===== src/hw/rtl/blsp_pkg.sv =====
package blsp_pkg;

    localparam int CoordBits = 6;
    localparam int MaxPoints = 64;
    localparam int PosBits = (CoordBits + 2 > 8) ? CoordBits + 2 : 8;
    localparam int ErrBits = CoordBits + 4;
    localparam int CntBits = $clog2(MaxPoints);
    localparam int StepBits = 2;
    localparam int ColourBits = 8;
    localparam int PointBits = 8;

    typedef struct packed {
        logic [CoordBits-1:0]  start_x;
        logic [CoordBits-1:0]  start_y;
        logic [CoordBits-1:0]  end_x;
        logic [CoordBits-1:0]  end_y;
        logic [ColourBits-1:0] colour;
    } t_line_cmd;

    typedef struct packed {
        logic signed [PointBits-1:0] point_x;
        logic signed [PointBits-1:0] point_y;
        logic [ColourBits-1:0]       point_colour;
        logic                        last_point;
    } t_point;

    typedef enum logic {
        ST_IDLE,
        ST_RUN
    } t_ctl_state;

    typedef struct packed {
        logic load;
        logic emit;
    } t_dp_cmd;

    typedef struct packed {
        logic out_free;
        logic last;
    } t_dp_status;

endpackage


===== src/hw/rtl/blsp_ctrl.sv =====
module blsp_ctrl (
    input  logic                  i_clk,
    input  logic                  i_rst_n,
    input  logic                  i_cmd_valid,
    output logic                  o_cmd_ready,
    input  blsp_pkg::t_dp_status  i_status,
    output blsp_pkg::t_dp_cmd     o_dp_cmd
);

    blsp_pkg::t_ctl_state r_state;
    blsp_pkg::t_ctl_state n_state;

    always_ff @(posedge i_clk) begin
        if (!i_rst_n) begin
            r_state <= blsp_pkg::ST_IDLE;
        end else begin
            r_state <= n_state;
        end
    end

    always_comb begin
        n_state = r_state;
        o_cmd_ready = 1'b0;
        o_dp_cmd = '0;
        case (r_state)
            blsp_pkg::ST_IDLE: begin
                o_cmd_ready = 1'b1;
                if (i_cmd_valid) begin
                    o_dp_cmd.load = 1'b1;
                    n_state = blsp_pkg::ST_RUN;
                end
            end
            blsp_pkg::ST_RUN: begin
                if (i_status.out_free) begin
                    o_dp_cmd.emit = 1'b1;
                    if (i_status.last) begin
                        n_state = blsp_pkg::ST_IDLE;
                    end
                end
            end
            default: begin
                n_state = blsp_pkg::ST_IDLE;
            end
        endcase
    end

endmodule


===== src/hw/rtl/blsp_datapath.sv =====
module blsp_datapath (
    input  logic                            i_clk,
    input  logic                            i_rst_n,
    input  blsp_pkg::t_line_cmd             i_cmd,
    input  logic                            i_cfg_valid,
    input  logic [blsp_pkg::StepBits-1:0]   i_cfg_data,
    input  blsp_pkg::t_dp_cmd               i_dp_cmd,
    output blsp_pkg::t_dp_status            o_status,
    output logic                            o_pt_valid,
    input  logic                            i_pt_ready,
    output blsp_pkg::t_point                o_pt
);

    localparam int Cb = blsp_pkg::CoordBits;
    localparam int Pb = blsp_pkg::PosBits;
    localparam int Eb = blsp_pkg::ErrBits;
    localparam int Nb = blsp_pkg::CntBits;

    logic [blsp_pkg::StepBits-1:0]   r_step_size;
    logic signed [Pb-1:0]            r_major_pos;
    logic signed [Pb-1:0]            r_minor_pos;
    logic signed [Pb-1:0]            r_major_end;
    logic signed [Eb-1:0]            r_error_term;
    logic signed [Eb-1:0]            r_inc_straight;
    logic signed [Eb-1:0]            r_inc_diagonal;
    logic                            r_minor_neg;
    logic                            r_y_major;
    logic [blsp_pkg::ColourBits-1:0] r_colour;
    logic [Nb-1:0]                   r_count;
    logic                            r_out_valid;
    blsp_pkg::t_point                r_out;

    logic [Cb-1:0]        w_dx;
    logic [Cb-1:0]        w_dy;
    logic                 w_y_major;
    logic [Cb-1:0]        w_major_d;
    logic [Cb-1:0]        w_minor_d;
    logic [Cb-1:0]        w_sa;
    logic [Cb-1:0]        w_sb;
    logic [Cb-1:0]        w_ea;
    logic [Cb-1:0]        w_eb;
    logic                 w_swap;
    logic [Cb-1:0]        w_start_major;
    logic [Cb-1:0]        w_start_minor;
    logic [Cb-1:0]        w_end_major;
    logic [Cb-1:0]        w_end_minor;
    logic signed [Eb-1:0] w_minor_e;
    logic signed [Eb-1:0] w_major_e;
    logic signed [Pb-1:0] w_step;
    logic signed [Pb-1:0] w_minor_step;
    logic                 w_last;
    logic                 w_out_free;
    blsp_pkg::t_point     w_point;

    always_comb begin
        w_dx = (i_cmd.end_x > i_cmd.start_x) ? i_cmd.end_x - i_cmd.start_x
                                             : i_cmd.start_x - i_cmd.end_x;
        w_dy = (i_cmd.end_y > i_cmd.start_y) ? i_cmd.end_y - i_cmd.start_y
                                             : i_cmd.start_y - i_cmd.end_y;
        w_y_major = w_dx < w_dy;
        if (w_y_major) begin
            w_major_d = w_dy;
            w_minor_d = w_dx;
            w_sa = i_cmd.start_y;
            w_sb = i_cmd.start_x;
            w_ea = i_cmd.end_y;
            w_eb = i_cmd.end_x;
        end else begin
            w_major_d = w_dx;
            w_minor_d = w_dy;
            w_sa = i_cmd.start_x;
            w_sb = i_cmd.start_y;
            w_ea = i_cmd.end_x;
            w_eb = i_cmd.end_y;
        end
        w_swap = w_sa > w_ea;
        w_start_major = w_swap ? w_ea : w_sa;
        w_start_minor = w_swap ? w_eb : w_sb;
        w_end_major = w_swap ? w_sa : w_ea;
        w_end_minor = w_swap ? w_sb : w_eb;
        w_minor_e = $signed({{(Eb - Cb){1'b0}}, w_minor_d});
        w_major_e = $signed({{(Eb - Cb){1'b0}}, w_major_d});
    end

    assign w_step = (r_step_size >= blsp_pkg::StepBits'(2)) ? Pb'(2) : Pb'(1);
    assign w_minor_step = r_minor_neg ? -w_step : w_step;
    assign w_last = !(r_major_pos < r_major_end)
                    || (r_count == Nb'(blsp_pkg::MaxPoints - 1));
    assign w_out_free = !r_out_valid || i_pt_ready;

    always_comb begin
        w_point.point_x = r_y_major ? r_minor_pos[blsp_pkg::PointBits-1:0]
                                    : r_major_pos[blsp_pkg::PointBits-1:0];
        w_point.point_y = r_y_major ? r_major_pos[blsp_pkg::PointBits-1:0]
                                    : r_minor_pos[blsp_pkg::PointBits-1:0];
        w_point.point_colour = r_colour;
        w_point.last_point = w_last;
    end

    always_ff @(posedge i_clk) begin
        if (!i_rst_n) begin
            r_step_size <= blsp_pkg::StepBits'(1);
            r_out_valid <= 1'b0;
        end else begin
            if (i_cfg_valid) begin
                r_step_size <= i_cfg_data;
            end
            if (i_dp_cmd.emit) begin
                r_out_valid <= 1'b1;
            end else if (i_pt_ready) begin
                r_out_valid <= 1'b0;
            end
        end
    end

    always_ff @(posedge i_clk) begin
        if (i_dp_cmd.emit) begin
            r_out <= w_point;
        end
        if (i_dp_cmd.load) begin
            r_major_pos <= $signed({{(Pb - Cb){1'b0}}, w_start_major});
            r_minor_pos <= $signed({{(Pb - Cb){1'b0}}, w_start_minor});
            r_major_end <= $signed({{(Pb - Cb){1'b0}}, w_end_major});
            r_error_term <= (w_minor_e <<< 1) - w_major_e;
            r_inc_straight <= w_minor_e <<< 1;
            r_inc_diagonal <= (w_minor_e - w_major_e) <<< 1;
            r_minor_neg <= w_start_minor > w_end_minor;
            r_y_major <= w_y_major;
            r_colour <= i_cmd.colour;
            r_count <= '0;
        end else if (i_dp_cmd.emit && !w_last) begin
            r_major_pos <= r_major_pos + w_step;
            if (r_error_term < 0) begin
                r_error_term <= r_error_term + r_inc_straight;
            end else begin
                r_minor_pos <= r_minor_pos + w_minor_step;
                r_error_term <= r_error_term + r_inc_diagonal;
            end
            r_count <= r_count + Nb'(1);
        end
    end

    assign o_status.out_free = w_out_free;
    assign o_status.last = w_last;
    assign o_pt_valid = r_out_valid;
    assign o_pt = r_out;

endmodule


===== src/hw/rtl/bresenham_line_stepper.sv =====
// Line stepper: a command beat carries two endpoints and a color, and the block
// returns one point beat per plotted pixel, walking the major axis from its lower
// end by the configured step of 1 or 2, the final beat flagged by last_point.
// A command is accepted and set up in the idle state, and a line holds at most 64
// points; in the run state, while the point port is not stalled, the controller
// issues one point per cycle from the datapath registers into the
// output register. The next command is taken while the final point still waits
// in that register. The step register may be written at any time the block is idle.
module bresenham_line_stepper (
    input  logic                          i_clk,
    input  logic                          i_rst_n,
    input  logic                          i_cmd_valid,
    output logic                          o_cmd_ready,
    input  blsp_pkg::t_line_cmd           i_cmd,
    output logic                          o_pt_valid,
    input  logic                          i_pt_ready,
    output blsp_pkg::t_point              o_pt,
    input  logic                          i_cfg_valid,
    output logic                          o_cfg_ready,
    input  logic [blsp_pkg::StepBits-1:0] i_cfg_data
);

    blsp_pkg::t_dp_cmd    w_dp_cmd;
    blsp_pkg::t_dp_status w_status;

    assign o_cfg_ready = 1'b1;

    blsp_ctrl u_ctrl (
        .i_clk       (i_clk),
        .i_rst_n     (i_rst_n),
        .i_cmd_valid (i_cmd_valid),
        .o_cmd_ready (o_cmd_ready),
        .i_status    (w_status),
        .o_dp_cmd    (w_dp_cmd)
    );

    blsp_datapath u_datapath (
        .i_clk       (i_clk),
        .i_rst_n     (i_rst_n),
        .i_cmd       (i_cmd),
        .i_cfg_valid (i_cfg_valid),
        .i_cfg_data  (i_cfg_data),
        .i_dp_cmd    (w_dp_cmd),
        .o_status    (w_status),
        .o_pt_valid  (o_pt_valid),
        .i_pt_ready  (i_pt_ready),
        .o_pt        (o_pt)
    );

endmodule


===== config.mk =====
export PLATFORM = sky130hd
export DESIGN_NAME = bresenham_line_stepper
export DESIGN_NICKNAME = d
export VERILOG_FILES = /design/src/hw/rtl/blsp_pkg.sv /design/src/hw/rtl/blsp_ctrl.sv /design/src/hw/rtl/blsp_datapath.sv /design/src/hw/rtl/bresenham_line_stepper.sv
export SDC_FILE = /design/constraint.sdc
export NUM_CORES = 1
export LEC_CHECK = 0
export BUFFER_PORTS_ARGS = -buffer_cell sky130_fd_sc_hd__clkbuf_2
export CORE_MARGIN = 2
export CORE_UTILIZATION = 40
export CTS_CLUSTER_SIZE = 28
export DETAILED_ROUTE_END_ITERATION = 6
export PLACE_DENSITY = 0.56
export SYNTH_ARGS = -nofsm -noshare
export SYNTH_HDL_FRONTEND = slang
export SYNTH_HIERARCHICAL = 1
export SYNTH_SLANG_ARGS = --single-unit
export TNS_END_PERCENT = 10

===== constraint.sdc =====
create_clock -name i_clk -period 12.5 [get_ports i_clk]
set_clock_uncertainty 0.15 [all_clocks]
set_input_delay 2.5 -clock i_clk [delete_from_list [all_inputs] [get_ports i_clk]]
set_output_delay 2.5 -clock i_clk [all_outputs]
set_load 0.1 [all_outputs]

# After elaboration in Yosys (flattened, before gate mapping)
# Index checks and enable logic that the tools add are counted.
[word_totals]
ff_bits = 92
latch_bits = 0
ram_bits = 0
romBits = 0
in_bits = 39
output_inout_bits = 28
elab_cells = 87
n_memories = 0
[op_classes]
n_addsub = 12
n_mul = 0
div_mod_pow = 0
order_cmp = 8
eq_ne = 2
shifts = 0
muxes = 34
n_bitwise = 2
reduce_logical = 10
[op_table]
columns = ["cell", "count"]
rows = [
  ["6-bit 2-to-1 mux", 17],
  ["10-bit 2-to-1 mux", 3],
  ["6-bit greater-than comparator", 4],
  ["8-bit 2-to-1 mux", 3],
  ["6-bit subtractor", 4],
  ["10-bit adder", 1],
  ["10-bit by 8-bit adder with 10-bit output", 1],
  ["10-bit by 1-bit less-than comparator with 1-bit output (second input constant)", 1],
  ["1-bit 2-to-1 mux", 9],
  ["8-bit by 3-bit adder with 8-bit output", 1],
  ["8-bit adder", 1],
  ["8-bit by 7-bit less-than comparator with 1-bit output", 1],
  ["8-bit negator", 1],
  ["7-bit by 6-bit subtractor with 8-bit output", 1],
  ["6-bit by 6-bit subtractor with 7-bit output", 1],
  ["6-bit by 1-bit adder with 6-bit output (second input constant)", 1],
  ["6-bit equality test (second input constant)", 1],
  ["6-bit less-than comparator", 1],
  ["2-bit AND reduction", 2],
  ["2-bit nonzero test", 2],
  ["1-bit logical NOT", 3],
  ["2-bit greater-or-equal comparator (second input constant)", 1],
  ["1-bit logical OR", 2],
  ["2-bit 2-to-1 mux", 1],
  ["other kinds (4)", 5],
]

# Longest topological paths before layout
[logic_depth]
depth_word = 8
depth_mapped = 37
depth_no_buf = 34

# Hierarchy
# The synthesis kept the hierarchy.
[by_module_without_submodules]
columns = ["module", "instances", "cells_per_inst", "area_per_inst_um2", "seq_area_each_um2"]
rows = [
  ["blsp_datapath", 1, 700, 6986.7, 2492.4],
  ["blsp_ctrl", 1, 6, 55.1, 20.0],
  ["bresenham_line_stepper", 1, 2, 11.3, 0.0],
]

# Worst setup path after synthesis
# Ideal clock, no wire load.
[synth_timing]
kind = "input to register"
from = "input i_cmd[14] in the netlist's numbering"
to = "register u_datapath.r_minor_neg, data pin"
setup_time_ns = 0.261
arrival_ns = 8.985
required_time_ns = 12.089
setup_slack_ns = 3.104
cell_stages = 35
n_path_buf = 4
cell_sequence = "inv_1 -> ha_1 -> inv_1 -> fa_1 -> a211o_4 -> a211o_1 -> buf_6 -> a211oi_1 -> o21ai_0 -> nand3_1 -> inv_1 -> ha_1 -> a2111oi_2 -> a21oi_4 -> clkbuf_1 -> clkbuf_1 -> a21oi_1 -> inv_1 -> ha_1 -> nor2b_1 -> o21a_1 -> o21a_1 -> o21a_1 -> o21ai_0 -> a32oi_1 -> buf_2 -> mux2_2 -> ha_1 -> nor2b_1 -> o21a_1 -> o21a_1 -> o21ai_0 -> nand2b_1 -> a21oi_1 -> a31oi_1"
[synth_via]
elab_chain_len = 7
word_cells_on_any_way = 13
cone_classes = "2 x add/sub; 4 x order compare; 7 x mux"
[synth_lines]
columns = ["element", "line_no", "rtl"]
rows = [
  ["start, declared", "bresenham_line_stepper.sv:14", "input blsp_pkg::t_line_cmd i_cmd,"],
  ["6-bit subtractor (tied with other cells)", "blsp_datapath.sv:57", ": i_cmd.start_x - i_cmd.end_x;"],
  ["6-bit 2-to-1 mux", "blsp_datapath.sv:56", "w_dx = (i_cmd.end_x > i_cmd.start_x) ? i_cmd.end_x - i_cmd.start_x"],
  ["6-bit less-than comparator", "blsp_datapath.sv:60", "w_y_major = w_dx < w_dy;"],
  ["6-bit 2-to-1 mux", "blsp_datapath.sv:61", "if (w_y_major) begin"],
  ["6-bit greater-than comparator", "blsp_datapath.sv:76", "w_swap = w_sa > w_ea;"],
  ["6-bit 2-to-1 mux (on tied branches)", "blsp_datapath.sv:78, blsp_datapath.sv:80", ""],
  ["6-bit greater-than comparator (*)", "blsp_datapath.sv:127", "r_minor_neg <= w_start_minor > w_end_minor;"],
  ["end signal, assigned", "blsp_datapath.sv:127", ""],
  ["end, declared", "blsp_datapath.sv:26", "logic r_minor_neg;"],
]
# Mark *: on every way between the ends. The rest lies on a longest branch, timed or not.
# A chain may end at the register's enable or synchronous reset.

# Final worst setup path
[layout_timing]
from = "input i_cmd[8] in the netlist's numbering"
to = "register u_datapath.r_minor_neg, data pin"
[layout_via]
elab_chain_len = 7
word_cells_on_any_way = 13
cone_classes = "2 x add/sub; 4 x order compare; 7 x mux"
[layout_lines]
columns = ["element", "line_no", "rtl"]
rows = [
  ["6-bit subtractor (tied with other cells)", "blsp_datapath.sv:59", ": i_cmd.start_y - i_cmd.end_y;"],
  ["6-bit 2-to-1 mux", "blsp_datapath.sv:58", "w_dy = (i_cmd.end_y > i_cmd.start_y) ? i_cmd.end_y - i_cmd.start_y"],
  ["6-bit less-than comparator", "blsp_datapath.sv:60", ""],
  ["6-bit 2-to-1 mux", "blsp_datapath.sv:61", ""],
  ["6-bit greater-than comparator", "blsp_datapath.sv:76", ""],
  ["6-bit 2-to-1 mux (on tied branches)", "blsp_datapath.sv:78, blsp_datapath.sv:80", ""],
  ["6-bit greater-than comparator (*)", "blsp_datapath.sv:127", ""],
]
# Marks and branches as above.

==> results by group <==
Clocking
  • Worst-Skew Late Latency: 340 ps
  • Clk buf depth: 2
  • Clk pin slew, worst setup/hold paths: 70 ps
  • Root Driver: clkbuf_16
  • H-tree levels: 3
  • Setup bufs post-CTS: 0
  • Post-CTS sizing: 0
  • Hold_buf cts: 0
  • Clock Sink Count: 88
  • CTS tree: done
  • CTS Buf Count: 9

Global route
  • GRT Overall Usage: 0.175
  • Largest net degree at the start of global routing: 64
  • Global route total overflow: 0
  • First-pass GRT wire length: 25700 um
  • Initial antenna violation count: 0
  • Vias in the first global route: 5199

Synthesis
  • Netlist Area Pre-Place: 7050 um2
  • Avg Cell Area, Syn: 9.96 um2
  • Most area-consuming cells after synthesis: edfxtp_1 (32%), ha_1 (12%), mux2_2 (7.3%)
  • Yosys Warn Count: 6
  • Share of synthesized registers carrying an async set or reset: 0
  • Post-synth EDFFs: 75
  • Seq/Total Area, Yosys: 0.356
  • Count leader, synth: edfxtp_1
  • Cells after Synth: 708
  • Seq cells post-synth: 88
  • Area share of the largest cell type after synthesis: 0.319
  • Synth top cells by count: edfxtp_1 (75), inv_1 (71), ha_1 (69)
  • Post-synth top flop: edfxtp_1
  • Synth cell types: 78
  • Post-synth top area cell: edfxtp_1
  • Post-Syn Nets: 824

Timing
  • Slew Limit Headroom: 0.344
  • Fin. Hold Viols: 0
  • Final setup vio count: 0
  • Post-layout min period: 9620 ps
  • Setup TNS: 0 ps
  • Final worst setup slack: 2880 ps
  • Actual slew at the worst max-slew pin: 974 ps
  • Fin Hold WS: 268 ps
  • Max Clock Freq: 104 MHz
  • Final worst path period share: 0.770
  • Pins over their slew limit: 0
  • RSZ-0062 raised after global routing: false

Setup path
  • CP peak stage delay: 500 ps
  • Worst-path fanout max: 35
  • Crit path DAT: 9550 ps
  • CP Capture Type: flop
  • Worst path slowest cell: a21oi_4
  • Most common cell on crit path: o21a_1
  • Req. time, crit path: 12430 ps
  • Critical path type: in -> reg
  • CP Launch Type: input pin

Route
  • DR vias/cell: 5.50
  • Avg WL per Cell: 16.2 um
  • Post-DRT Antenna Nets: 0
  • Vias: 5426
  • DRC viols: 0
  • Routed wire length: 16000 um
  • Iter 0 DRT Violations: 332
  • Router iterations before antenna repair: 5

Placement
  • Hpwl dp: 12400 um
  • Port Buffers: 64
  • Pre-CTS WS: 2550 ps
  • GPL Wtd Cong: 0.883
  • # placed instances: 971
  • Area after DPL: 7540 um2

Floorplan
  • Die area: 18700 um2
  • Core box area: 17300 um2
  • # rows: 48
  • Initial Util: 0.408
  • Die width: 137 um
  • Die Y: 137 um
  • I/O pins: 67

Layout
  • Final Instance Area: 7840 um2
  • Non-Filler Instances: 987
  • Final core occ: 0.453
  • Ant diodes: 0
  • P&R area growth vs syn: 11.1%
  • Layout Nets: 873
  • Share of cells above drive strength 1: 0.206

Power and ir drop
  • Static Leak: 3.32 nW
  • Design Power: 2.29 mW
  • Max VDD drop: 0.000185 V
  • Pwr/cell area: 293 nW/um2

Flow run
  • Max Cap Viol: 0

Run status
  • Status: finished, final reports clean

Hold path
  • Worst Hold Class: reg -> reg
-- flip-flops by register name, summed over array words and instances (netlist names), 6 cells and up --
register	cells
u_datapath/o_pt	25
u_datapath/r_colour	8
u_datapath/r_count	6
u_datapath/r_error_term	9
u_datapath/r_inc_diagonal	7
u_datapath/r_inc_straight	6
u_datapath/r_major_end	6
u_datapath/r_major_pos	8
u_datapath/r_minor_pos	8
-- metal layers --
layer  part of all wire  vias to the layer above  GRT usage  wire (um)
met1               0.47                     2568      0.237       7490
met2               0.46                      147      0.283       7350
li1                   -                     2680          -          -
met5                  0                        -          0          0
met4              0.023                        0     0.0584        369
met3              0.049                       31     0.0326        792
-- final timing paths --
kind              cells past startpoint  slack (ps)                           startpoint                                  end
hold reg to reg                       0         270     u_datapath/r_colour[7]$_DFFE_PP_         u_datapath/o_pt[8]$_DFFE_PP_
setup reg to reg                      8        8770  u_datapath/r_major_pos[1]$_DFFE_PP_  u_datapath/r_minor_pos[2]$_DFFE_PP_
hold / removal                        0         270     u_datapath/r_colour[7]$_DFFE_PP_         u_datapath/o_pt[8]$_DFFE_PP_
setup / recovery                     35        2880                             i_cmd[8]     u_datapath/r_minor_neg$_DFFE_PP_
-- critical path, delay by kind of cell --
family | cells | cell delay (ps)
AOI/OAI and AO/OA | 16 | 3140
xor gates and xnor gates | 1 | 250
adders and majority gates | 5 | 1550
buffers and inverters | 7 | 1260
muxes | 1 | 370
and+or+nand+nor | 5 | 470
-- layout make-up --
class / count / area [um2]
clock buffer: 9 / 225
clock inverter: 7 / 71.3
fill: 1647 / 9460
inverter: 73 / 274
multi-input combinational: 518 / 4130
sequential: 88 / 2510
tap: 225 / 282
timing repair buffer: 67 / 343
-- where the power goes --
| group | leakage (nW) | total (mW) | switching [mW] | internal [mW] |
|---|---|---|---|---|
| registers | 0.823 | 0.562 | 0.0718 | 0.490 |
| clock network | 0.139 | 0.267 | 0.112 | 0.155 |
| logic | 2.36 | 1.47 | 0.869 | 0.597 |
| total | 3.32 | 2.29 | 1.05 | 1.24 |
-- placed cells by master, fill, tap and decap left out, types with 8 or more instances in the layout --
master / netlist / routed
a211oi_1: 8 / 8
a21o_1: 13 / 13
a21oi_1: 59 / 59
clkbuf_16: 0 / 9
clkbuf_2: 0 / 64
dfxtp_1: 13 / 13
edfxtp_1: 75 / 75
fa_1: 8 / 8
ha_1: 69 / 69
inv_1: 71 / 71
mux2_2: 46 / 46
mux2i_1: 22 / 22
nand2_1: 22 / 22
nand2b_1: 8 / 8
nand3_1: 21 / 21
nor2_1: 51 / 51
nor2b_1: 19 / 19
o21a_1: 15 / 15
o21ai_0: 25 / 25
xnor2_1: 14 / 14
-- logic make-up (layout without fill, tap and decap cells) --
logic type / count (synthesis) / count (layout) / share of synthesized area
other: 1 / 1 / 0.000532
DFF: 88 / 88 / 0.356
buffers and inverters: 102 / 156 / 0.0593
and+or+nand+nor: 167 / 167 / 0.124
AOI/OAI and AO/OA: 183 / 183 / 0.182
adders and majority gates: 77 / 77 / 0.145
xor gates and xnor gates: 21 / 21 / 0.0261
muxes: 69 / 69 / 0.107
(Power assumes the default switching activity.)
